[src/sv/pdah_pkg.sv]
// pdah_pkg: shared types and constants for the pd altitude hold step block
// word format, sequencer encodings and configuration register indexes
// no dependencies
package pdah_pkg;

	localparam int WORD_BITS = 32;
	localparam int FRAC_BITS = 16;

	// tdata width of either stream: three words, padded to whole bytes
	localparam int DATA_BITS = ((3 * WORD_BITS + 7) / 8) * 8;

	// magnitude held before saturation: shifted product or full quotient
	localparam int MAG_BITS = (2 * WORD_BITS - FRAC_BITS > WORD_BITS + FRAC_BITS) ?
		(2 * WORD_BITS - FRAC_BITS) : (WORD_BITS + FRAC_BITS);

	// restoring divider: one quotient bit per cycle
	localparam int DIV_STEPS = WORD_BITS + FRAC_BITS;
	localparam int CNT_BITS  = $clog2(DIV_STEPS);
	localparam logic [CNT_BITS-1:0] DIV_LAST = CNT_BITS'(DIV_STEPS - 1);

	localparam logic [WORD_BITS-1:0] WORD_MAX = {1'b0, {(WORD_BITS-1){1'b1}}};
	localparam logic [WORD_BITS-1:0] WORD_MIN = {1'b1, {(WORD_BITS-1){1'b0}}};

	// 9.81 rounded to the fraction grid, and one half
	localparam logic [WORD_BITS-1:0] GRAV =
		WORD_BITS'(((64'd981 << FRAC_BITS) + 64'd50) / 64'd100);
	localparam logic [WORD_BITS-1:0] HALF = WORD_BITS'(64'd1 << (FRAC_BITS - 1));

	localparam int CFG_IDX_BITS = 3;

	typedef enum logic [CFG_IDX_BITS-1:0] {
		REG_TARGET_ALT  = 3'd0,
		REG_TARGET_VEL  = 3'd1,
		REG_FF_ACCEL    = 3'd2,
		REG_GAIN_PROP   = 3'd3,
		REG_GAIN_DERIV  = 3'd4,
		REG_MASS        = 3'd5,
		REG_TIME_STEP   = 3'd6
	} cfg_reg_t;

	typedef enum logic [2:0] {
		S_IDLE,
		S_EXEC,
		S_DIV,
		S_FIN,
		S_DONE
	} state_t;

	typedef enum logic [1:0] {
		OP_ADD,
		OP_SUB,
		OP_MUL,
		OP_DIV
	} op_t;

	typedef enum logic [2:0] {
		DST_ALT,
		DST_VEL,
		DST_DRV,
		DST_NET,
		DST_T0,
		DST_T1,
		DST_LAW
	} dst_t;

	// microprogram addresses, in execution order
	typedef enum logic [4:0] {
		ST_DT2,
		ST_QUO,
		ST_NET,
		ST_ACC,
		ST_HALF,
		ST_VDT,
		ST_TSUM,
		ST_ALT,
		ST_NDT,
		ST_VEL,
		ST_LAW0,
		ST_EV,
		ST_DTERM,
		ST_LAW1,
		ST_EA,
		ST_PTERM,
		ST_LAW2,
		ST_DRV
	} step_t;

endpackage

[src/sv/pd_altitude_hold_step.sv]
// pd_altitude_hold_step: one tick of a pd altitude hold loop on a point mass
// a small sequencer drives one shared multiply / divide / add unit
// depends on pdah_pkg
//
// usage:
//   s_* stream takes one tick per transaction; s_tuser is the restart flag,
//   which loads altitude, velocity and drive from s_tdata before the step.
//   m_* stream returns the new altitude, velocity and drive; m_tuser is set
//   when any operation of the tick clipped to the word range.
//   cfg_* writes one register per cycle with cfg_wen high; write only while
//   the block is idle. unknown indexes are dropped.
// sequence:
//   18 micro-operations run on one unit in turn: a multiply is computed and
//   then saturated and written back, an add or subtract writes back directly,
//   and the divide by mass runs 48 restoring iterations between setup and
//   saturation. with zero mass the divide skips the iterations. the next
//   tick is taken only once the result is handed to the output register.
// reset and stalls:
//   arst_n clears the state words to zero and loads the register defaults
//   (mass 1.0, time step 655/65536 s). the result sits in an output register;
//   the next tick is accepted while it waits, and a finished tick holds in
//   its last state until the output register frees.
module pd_altitude_hold_step
	import pdah_pkg::*;
(
	input  logic                    clk,
	input  logic                    arst_n,
	input  logic                    s_tvalid,
	output logic                    s_tready,
	// init_altitude, init_velocity, init_drive
	input  logic [DATA_BITS-1:0]    s_tdata,
	// restart
	input  logic                    s_tuser,
	output logic                    m_tvalid,
	input  logic                    m_tready,
	// altitude_out, velocity_out, drive_out
	output logic [DATA_BITS-1:0]    m_tdata,
	// saturated
	output logic                    m_tuser,
	input  logic                    cfg_wen,
	input  logic [CFG_IDX_BITS-1:0] cfg_index,
	input  logic [WORD_BITS-1:0]    cfg_wdata
);

	localparam int W = WORD_BITS;

	state_t state_q, state_d;
	step_t  step_q;

	logic [W-1:0]   tgt_alt_q, tgt_vel_q, ff_q;
	logic [W-2:0]   gain_p_q, gain_d_q, mass_q, dt_q;
	logic [W-1:0]   alt_q, vel_q, drv_q, net_q, t0_q, t1_q, law_q;
	logic           clip_q;

	logic [MAG_BITS-1:0]  mag_q;
	logic                 sign_q;
	logic [DIV_STEPS-1:0] num_q;
	logic [W-1:0]         rem_q;
	logic [CNT_BITS-1:0]  cnt_q;

	logic [W-1:0]   out_alt_q, out_vel_q, out_drv_q;
	logic           out_sat_q, out_valid_q;

	op_t            op;
	dst_t           dst;
	logic [W-1:0]   opa, opb;

	logic           a_neg, b_neg;
	logic [W-1:0]   a_mag, b_mag;
	logic [2*W-1:0] prod;
	logic [W:0]     sum;
	logic           as_clip;
	logic [W-1:0]   as_res;
	logic           fin_clip;
	logic [W-1:0]   fin_res, fin_mag;
	logic [W:0]     trial;
	logic           ge;
	logic [W:0]     rem_nx;

	logic           accept;
	logic           wb_en, wb_clip, out_load;
	logic [W-1:0]   wb_val;

	// operand select and destination for each microprogram step
	always_comb begin
		op  = OP_ADD;
		dst = DST_T0;
		opa = '0;
		opb = '0;
		unique case (step_q)
			ST_DT2:   begin op = OP_MUL; opa = {1'b0, dt_q};     opb = {1'b0, dt_q};   dst = DST_T1;  end
			ST_QUO:   begin op = OP_DIV; opa = drv_q;            opb = {1'b0, mass_q}; dst = DST_T0;  end
			ST_NET:   begin op = OP_SUB; opa = t0_q;             opb = GRAV;           dst = DST_NET; end
			ST_ACC:   begin op = OP_MUL; opa = net_q;            opb = t1_q;           dst = DST_T0;  end
			ST_HALF:  begin op = OP_MUL; opa = t0_q;             opb = HALF;           dst = DST_T0;  end
			ST_VDT:   begin op = OP_MUL; opa = vel_q;            opb = {1'b0, dt_q};   dst = DST_T1;  end
			ST_TSUM:  begin op = OP_ADD; opa = t0_q;             opb = t1_q;           dst = DST_T0;  end
			ST_ALT:   begin op = OP_ADD; opa = t0_q;             opb = alt_q;          dst = DST_ALT; end
			ST_NDT:   begin op = OP_MUL; opa = net_q;            opb = {1'b0, dt_q};   dst = DST_T0;  end
			ST_VEL:   begin op = OP_ADD; opa = vel_q;            opb = t0_q;           dst = DST_VEL; end
			ST_LAW0:  begin op = OP_ADD; opa = GRAV;             opb = ff_q;           dst = DST_LAW; end
			ST_EV:    begin op = OP_SUB; opa = tgt_vel_q;        opb = vel_q;          dst = DST_T0;  end
			ST_DTERM: begin op = OP_MUL; opa = {1'b0, gain_d_q}; opb = t0_q;           dst = DST_T0;  end
			ST_LAW1:  begin op = OP_ADD; opa = law_q;            opb = t0_q;           dst = DST_LAW; end
			ST_EA:    begin op = OP_SUB; opa = tgt_alt_q;        opb = alt_q;          dst = DST_T0;  end
			ST_PTERM: begin op = OP_MUL; opa = {1'b0, gain_p_q}; opb = t0_q;           dst = DST_T0;  end
			ST_LAW2:  begin op = OP_ADD; opa = law_q;            opb = t0_q;           dst = DST_LAW; end
			ST_DRV:   begin op = OP_MUL; opa = {1'b0, mass_q};   opb = law_q;          dst = DST_DRV; end
			default:  begin op = OP_ADD; opa = '0;               opb = '0;             dst = DST_T0;  end
		endcase
	end

	// shared arithmetic unit
	always_comb begin
		a_neg = opa[W-1];
		b_neg = opb[W-1];
		a_mag = a_neg ? (~opa + 1'b1) : opa;
		b_mag = b_neg ? (~opb + 1'b1) : opb;
		prod  = (2*W)'(a_mag) * (2*W)'(b_mag);

		if (op == OP_SUB) begin
			sum = {opa[W-1], opa} - {opb[W-1], opb};
		end else begin
			sum = {opa[W-1], opa} + {opb[W-1], opb};
		end
		as_clip = sum[W] ^ sum[W-1];
		as_res  = as_clip ? (sum[W] ? WORD_MIN : WORD_MAX) : sum[W-1:0];

		// limit is one larger on the negative side
		fin_clip = mag_q > (MAG_BITS'(WORD_MAX) + MAG_BITS'(sign_q));
		fin_mag  = mag_q[W-1:0];
		if (fin_clip) begin
			fin_res = sign_q ? WORD_MIN : WORD_MAX;
		end else begin
			fin_res = sign_q ? (~fin_mag + 1'b1) : fin_mag;
		end

		trial  = {rem_q, num_q[DIV_STEPS-1]};
		ge     = trial >= {1'b0, b_mag};
		rem_nx = ge ? (trial - {1'b0, b_mag}) : trial;
	end

	// next state
	always_comb begin
		state_d = state_q;
		unique case (state_q)
			S_IDLE: begin
				if (s_tvalid) state_d = S_EXEC;
			end
			S_EXEC: begin
				unique case (op)
					OP_MUL:  state_d = S_FIN;
					OP_DIV:  state_d = (b_mag == '0) ? S_FIN : S_DIV;
					default: state_d = S_EXEC;
				endcase
			end
			S_DIV: begin
				if (cnt_q == DIV_LAST) state_d = S_FIN;
			end
			S_FIN: begin
				state_d = (step_q == ST_DRV) ? S_DONE : S_EXEC;
			end
			S_DONE: begin
				if (!out_valid_q || m_tready) state_d = S_IDLE;
			end
			default: state_d = S_IDLE;
		endcase
	end

	// outputs of the sequencer
	always_comb begin
		s_tready = (state_q == S_IDLE);
		accept   = s_tvalid && s_tready;
		out_load = (state_q == S_DONE) && (!out_valid_q || m_tready);
		wb_en    = 1'b0;
		wb_val   = as_res;
		wb_clip  = as_clip;
		if (state_q == S_FIN) begin
			wb_en   = 1'b1;
			wb_val  = fin_res;
			wb_clip = fin_clip;
		end else if (state_q == S_EXEC && (op == OP_ADD || op == OP_SUB)) begin
			wb_en = 1'b1;
		end
	end

	// control, configuration and state words
	always_ff @(posedge clk or negedge arst_n) begin
		if (!arst_n) begin
			state_q     <= S_IDLE;
			step_q      <= ST_DT2;
			clip_q      <= 1'b0;
			cnt_q       <= '0;
			out_valid_q <= 1'b0;
			tgt_alt_q   <= '0;
			tgt_vel_q   <= '0;
			ff_q        <= '0;
			gain_p_q    <= '0;
			gain_d_q    <= '0;
			mass_q      <= (W-1)'(64'd1 << FRAC_BITS);
			dt_q        <= (W-1)'(655);
			alt_q       <= '0;
			vel_q       <= '0;
			drv_q       <= '0;
			net_q       <= '0;
			t0_q        <= '0;
			t1_q        <= '0;
			law_q       <= '0;
		end else begin
			state_q <= state_d;

			if (cfg_wen) begin
				unique case (cfg_index)
					REG_TARGET_ALT: tgt_alt_q <= cfg_wdata;
					REG_TARGET_VEL: tgt_vel_q <= cfg_wdata;
					REG_FF_ACCEL:   ff_q      <= cfg_wdata;
					REG_GAIN_PROP:  gain_p_q  <= cfg_wdata[W-2:0];
					REG_GAIN_DERIV: gain_d_q  <= cfg_wdata[W-2:0];
					REG_MASS:       mass_q    <= cfg_wdata[W-2:0];
					REG_TIME_STEP:  dt_q      <= cfg_wdata[W-2:0];
					default: ;
				endcase
			end

			if (accept) begin
				step_q <= ST_DT2;
				clip_q <= 1'b0;
				if (s_tuser) begin
					alt_q <= s_tdata[W-1:0];
					vel_q <= s_tdata[2*W-1:W];
					drv_q <= s_tdata[3*W-1:2*W];
				end
			end

			if (state_q == S_EXEC && op == OP_DIV) begin
				cnt_q <= '0;
			end else if (state_q == S_DIV) begin
				cnt_q <= cnt_q + 1'b1;
			end

			if (wb_en) begin
				clip_q <= clip_q | wb_clip;
				if (step_q != ST_DRV) step_q <= step_t'(step_q + 1'b1);
				unique case (dst)
					DST_ALT: alt_q <= wb_val;
					DST_VEL: vel_q <= wb_val;
					DST_DRV: drv_q <= wb_val;
					DST_NET: net_q <= wb_val;
					DST_T0:  t0_q  <= wb_val;
					DST_T1:  t1_q  <= wb_val;
					DST_LAW: law_q <= wb_val;
					default: ;
				endcase
			end

			if (out_load) begin
				out_valid_q <= 1'b1;
			end else if (m_tready) begin
				out_valid_q <= 1'b0;
			end
		end
	end

	// unit datapath and output payload
	always_ff @(posedge clk) begin
		if (state_q == S_EXEC && op == OP_MUL) begin
			mag_q  <= MAG_BITS'(prod >> FRAC_BITS);
			sign_q <= a_neg ^ b_neg;
		end else if (state_q == S_EXEC && op == OP_DIV) begin
			num_q <= {a_mag, FRAC_BITS'(0)};
			rem_q <= '0;
			if (b_mag == '0) begin
				// zero divisor clips a nonzero dividend to the limit with its sign; zero stays zero
				mag_q  <= (a_mag != '0) ? '1 : '0;
				sign_q <= a_neg;
			end else begin
				mag_q  <= '0;
				sign_q <= a_neg ^ b_neg;
			end
		end else if (state_q == S_DIV) begin
			num_q <= {num_q[DIV_STEPS-2:0], 1'b0};
			rem_q <= rem_nx[W-1:0];
			mag_q <= {mag_q[MAG_BITS-2:0], ge};
		end

		if (out_load) begin
			out_alt_q <= alt_q;
			out_vel_q <= vel_q;
			out_drv_q <= drv_q;
			out_sat_q <= clip_q;
		end
	end

	assign m_tvalid = out_valid_q;
	assign m_tdata  = DATA_BITS'({out_drv_q, out_vel_q, out_alt_q});
	assign m_tuser  = out_sat_q;

endmodule

[config.mk]
export PLATFORM = sky130hd
export DESIGN_NAME = pd_altitude_hold_step
export DESIGN_NICKNAME = d
export VERILOG_FILES = /design/src/sv/pdah_pkg.sv /design/src/sv/pd_altitude_hold_step.sv
export SDC_FILE = /design/constraint.sdc
export NUM_CORES = 2
export LEC_CHECK = 0
export BUFFER_PORTS_ARGS = -buffer_cell sky130_fd_sc_hd__buf_4
export CAP_MARGIN = 20
export CORE_MARGIN = 5
export CORE_UTILIZATION = 62
export CTS_CLUSTER_SIZE = 24
export DETAILED_ROUTE_END_ITERATION = 8
export PLACE_DENSITY = 0.79
export SLEW_MARGIN = 20
export SYNTH_ARGS = -nofsm -noshare
export SYNTH_HDL_FRONTEND = slang
export SYNTH_SLANG_ARGS = --single-unit
[constraint.sdc]
create_clock -name clk -period 20.1 [get_ports clk]
set_input_delay 1.005 -clock clk [delete_from_list [all_inputs] [get_ports clk]]
set_output_delay 1.005 -clock clk [all_outputs]
set_load 0.01 [all_outputs]
; ---- After elaboration in Yosys (flattened, before gate mapping)
; Index checks and enable logic that the tools add are counted.
[op_classes]
shift = 0
reduce_logical = 45
div_mod_pow = 0
magnitude_cmp = 2
n_addsub = 9
multipliers = 1
bitwise = 7
n_eq_ne = 41
n_mux = 56
[op_table]
columns = operator, count
row1 = 32-bit two-way mux, 22
row2 = 32-bit case mux with 12 select lines, 1
row3 = 48-bit two-way mux, 7
row4 = 32-bit case mux with 10 select lines, 1
row5 = 32-bit by 1-bit adder with 32-bit output (second input constant), 3
row6 = 32-bit inverter, 3
row7 = 32-bit by 32-bit multiplier with 64-bit output, 1
row8 = 48-bit by 32-bit greater-than comparator with 1-bit output, 1
row9 = 5-bit by 4-bit equality test with 1-bit output (second input constant), 8
row10 = 32-bit by 32-bit adder with 33-bit output, 1
row11 = 33-bit by 32-bit >= comparator with 1-bit output, 1
row12 = 33-bit two-way mux, 1
row13 = 32-bit by 32-bit subtractor with 33-bit output, 1
row14 = 31-bit by 1-bit adder with 32-bit output (first input constant), 1
row15 = 32-bit logical NOT, 1
row16 = 32-bit nonzero test, 1
row17 = 32-bit subtractor, 1
row18 = 2-bit AND reduction, 12
row19 = 3-bit equality test (second input constant), 7
row20 = 5-bit by 3-bit equality test with 1-bit output (second input constant), 4
row21 = 3-bit by 2-bit equality test with 1-bit output (second input constant), 6
row22 = 3-bit case mux with 6 select lines, 1
row23 = 5-bit two-way mux, 3
row24 = 3-bit case mux with 5 select lines, 1
row25 = 33 further kinds, 72
[word_totals]
inputBits = 137
n_memories = 0
out_inout_bits = 99
wordCells = 189
mem_bits_rw = 0
mem_bits_ro = 0
ff_bits = 685
latch_bits = 0

; ---- Longest topological paths before layout
[logic_depth]
depth_word = 11
ltp_mapped = 55
ltp_nobuf = 46

; ---- Worst setup path after synthesis
; No wires, ideal clock.
[synth_path]
path_type = register -> register
start = register step_q[2]
end = register mag_q[43], data pin
path_slack_ps = 7726
setup_time_ps = 261
arrival_ps = 12113
path_stages_with_launch = 49
synth_period_minus_slack_ps = 12374
cell_sequence = dfrtp_1 buf_2 buf_4 buf_4 clkbuf_1 clkbuf_1 nand2_1 nor2_1 ha_1 clkbuf_1 clkbuf_1 a222oi_1 and4_1 clkbuf_1 clkbuf_1 ha_1 inv_1 a2111oi_4 [... 13 more ...] fa_1 fa_1 fa_1 fa_1 ha_1 a21o_1 a21o_1 a21oi_1 o21ai_0 a221oi_1 o22ai_1 a211o_1 o21ai_0 nand3b_1 a21oi_1 o21ai_0 xor2_1 a221o_1
[synth_via]
elab_chain_len = 11
elab_cells_between_ends = 48
[synth_lines]
columns = element, line
row1 = from (decl), pd_altitude_hold_step.sv:48  ; step_t step_q;
row2 = from (signal assigned), pd_altitude_hold_step.sv:243  ; if (step_q != ST_DRV) step_q <= step_t'(step_q + 1'b1);
row3 = "parallel branches: the longest is 10 deep, another holds 32-bit by 32-bit multiplier with 64-bit output", --
row4 = 48-bit two-way mux (*), pd_altitude_hold_step.sv:266  ; if (state_q == S_EXEC && op == OP_MUL) begin
row5 = to (signal assigned), pd_altitude_hold_step.sv:267  ; mag_q <= MAG_BITS'(prod >> FRAC_BITS);
row6 = to (signal assigned), pd_altitude_hold_step.sv:274  ; mag_q <= (a_mag != '0) ? '1 : '0;
row7 = to (signal assigned), pd_altitude_hold_step.sv:283  ; mag_q <= {mag_q[MAG_BITS-2:0], ge};
row8 = to (decl), pd_altitude_hold_step.sv:55  ; logic [MAG_BITS-1:0] mag_q;
; Every way passes the cells marked *.
; A chain may end at the register's enable or synchronous reset.

; ---- Final worst setup path
[layout_path]
start = register step_q[4]
end = register mag_q[43], data pin
; The elaborated chain is that of the path after synthesis.

==> summary.md <==
| Metric | Value |
|---|---|
| Yosys top cell area share | 25.65% |
| Post-CTS setup buffer count | 0 |
| Post-synthesis sequential area ratio | between 20 and 30% |
| Drt pass-1 iters | 9 |
| Clk slew on worst S/H paths | ~0.060 ns |
| Gp weighted congestion | ~1.0 |
| Syn_area_per_cell | 9.389 um^2 |
| Placed Instance Area | between 70000 and 80000 um^2 |
| Die height | about 350 um |
| Routed Antenna Nets | 0 |
| Max Slew Vio Count | 0 |
| CP max stage delay | around 0.83 ns |
| Mapped cell area | 70000 um^2 |
| Core ar. | about 110000 um^2 |
| Setup_tns | 0 ns |
| Max-slew headroom | 19.58% |
| Final Hold Vio Count | 0 |
| Post-CTS resize count | 0 |
| FFs w/ async S/R, synth | a little under 70% |
| Worst-skew pair later-pin latency | 0.67 ns |
| # H-tree levels | 3 |
| First-pass GRT wire length | 371800 um |
| Critical path peak fanout | 65 |
| Final setup vio count | 0 |
| Synth cell types | slightly above 100 |
| Cell with the largest stage delay on the worst path | inv_1 |
| Congestion Overflow GR | 0 |
| Min Hold Slack | ~0.36 ns |
| Largest net degree at the start of global routing | 176 |
| Synth Instances | approximately 7500 |
| Net count after synthesis | between 8000 and 9000 |
| Final worst path period need | roughly 15 ns |
| Cts bufs inserted | 75 |
| Initial core utilization | between 60% and 70% |
| Nets | 8909 |
| Total GRT Usage | roughly two fifths |
| Hold WC Path Type | in2async |
| Fin util | between 60% and 70% |
| Status | finished with violations |
| Number of core rows | 123 |
| Root buffer cell | clkbuf_16 |
| Layout cells sized above 1 | about an eighth |
| Synth Flop Type | dfrtp_1 |
| Main area contributors after synthesis | fa_1 26%, dfrtp_1 16%, edfxtp_1 9.0% |
| Max Cap Viol | 0 |
| Routed wire per std cell | roughly 27 um |
| CTS max path bufs | 3 |
| TritonCTS Sinks | 670 |
| Critical Path Most Common Cell | fa_1 |
| EDFF count, synth | between 200 and 250 |
| HPWL after detailed placement | around 180000 um |
| Crit share post-route | 74.42% |
| Crit path DAT | approximately 15 ns |
| Unrepaired setup endpoints after global routing | false |
| Yosys top cell by area | fa_1 |
| Iter 0 DRT Violations | approximately 7200 |
| FF+latch count, synth | 670 |
| Residual DRC | 1 |
| Num ports | between 200 and 250 |
| Die area | ~120000 um^2 |
| Clock Skews | 0.03697 ns |
| Worst-Margin Slew | between 1 and 1.5 ns |
| Die W | 346.0 um |
| Fmax | ~0.067 GHz |
| Vias in the first global route | around 60000 |
| Cts hold-fix bufs | 0 |
| Startpoint Class | register |
| Routed vias | approximately 60000 |
| CP required | ~21 ns |
| Post-Route WL | approximately 250000 um |
| Design Area, Final | ~76000 um^2 |
| Most frequent cells in the layout | 1099 x inv_1, 1053 x nand2_1, 897 x fa_1 |
| Setup CP Type | reg2reg |
| Violated checks | DRC |
| FILL cells | slightly below 9000 |
| Vias per std cell | between 6 and 7 |
| Commonest non-fill, non-tap cell in the layout | inv_1 |
| Count of input and output buffers | between 200 and 250 |
| Clock tree from TritonCTS | yes |
| Layout area overhead | 9.240% |
| Crit end category | register |
| Initial antenna violation count | 13 |
| Synth warn | 0 |
kinds of logic (layout without fill, tap and decap cells):
| group | after synthesis | count (layout) | synth area share [%] |
|---|---|---|---|
| AO/OA/AOI/OAI | 1216 | 1216 | 11.57 |
| XOR/XNOR | 220 | 220 | 2.785 |
| adder cells (fa/ha/maj) | 1263 | 1263 | 32.19 |
| buffers and inverters | 1534 | 1650 | 8.408 |
| flip-flops | 670 | 670 | 25.46 |
| multiplexers | 354 | 354 | 5.651 |
| other | 0 | 8 | 0 |
| AND/OR/NAND/NOR | 2199 | 2199 | 13.93 |
final cells by class:
cell class	count	area [um^2]	area share, %
Inverter	1108	4159	5.438
Multi-Input combinational cell	5252	46990	61.44
Clock inverter	33	376.6	0.4925
Sequential cell	670	17830	23.31
Tap cell	1500	1877	2.454
Antenna cell	8	20.02	0.02618
Clock buffer	107	2170	2.837
Timing Repair Buffer	402	3053	3.992
worst paths after layout:
kind / startpoint / to / slack, ns / depth (start not counted)
worst max-delay path: step_q[4] / mag_q[43] / 5.14 / 44
max in group asynchronous: arst_n / law_q[9] / 16.56 / 4
min in group clk: net_q[22] / net_q[22] / 0.48 / 2
worst min-delay path: arst_n / drv_q[25] / 0.36 / 1
worst max register to register: step_q[4] / mag_q[43] / 5.14 / 44
worst min register to register: net_q[22] / net_q[22] / 0.48 / 2
per-stage QoR:
| stage | setup slack [ns] | std cells |
|---|---|---|
| 2_1_floorplan | 7.726 | 7456 |
| 3_3_place_gp | 5.752 | 8930 |
| 3_5_place_dp | 5.262 | 8931 |
| 4_1_cts | 5.427 | 9071 |
| 5_1_grt | 4.602 | 9075 |
| 6_report | 5.142 | 9080 |
synthesized netlist by cell type, drive strengths merged, types with 50 or more instances:
| library cell | number |
|---|---|
| xnor2 | 161 |
| inv | 1101 |
| a31oi | 50 |
| dfrtp | 453 |
| nand2 | 1059 |
| and2 | 55 |
| edfxtp | 210 |
| a21oi | 239 |
| buf | 80 |
| mux2 | 327 |
| nand3 | 96 |
| fa | 897 |
| xor2 | 59 |
| o21ai | 384 |
| ha | 366 |
| nand4 | 54 |
| clkbuf | 346 |
| nor2 | 613 |
| a21o | 104 |
metal layers:
layer / up-vias / part of all wire [%] / track usage, %
li1: 24490 / - / -
met1: 29060 / 36 / 53.71
met2: 4085 / 43 / 60.88
met3: 1064 / 14 / 12.69
met4: 8 / 7.0 / 22.82
met5: - / 0.021 / 0
critical path: cells and delay by family (launching register included):
family / cells / cell delay, ns
AO/OA/AOI/OAI: 13 / 3.98
adder cells (fa/ha/maj): 11 / 4.83
buffers and inverters: 10 / 3.11
flip-flops: 1 / 0.34
AND/OR/NAND/NOR: 8 / 2.07
XOR/XNOR: 2 / 0.33
registers in the layout, summed over array words and instances, names as in the netlist, 5 cells and up:
register	flops
alt_q	32
cnt_q	6
drv_q	32
dt_q	31
ff_q	32
gain_d_q	31
gain_p_q	31
law_q	32
mag_q	48
mass_q	31
net_q	32
num_q	32
out_alt_q	32
out_drv_q	32
out_vel_q	32
rem_q	32
step_q	5
t0_q	32
t1_q	32
tgt_alt_q	32
tgt_vel_q	32
vel_q	32
Power is left out: the tool's default activity adds up to more than one toggle a clock period on the data nets, which glitch-free logic cannot reach.
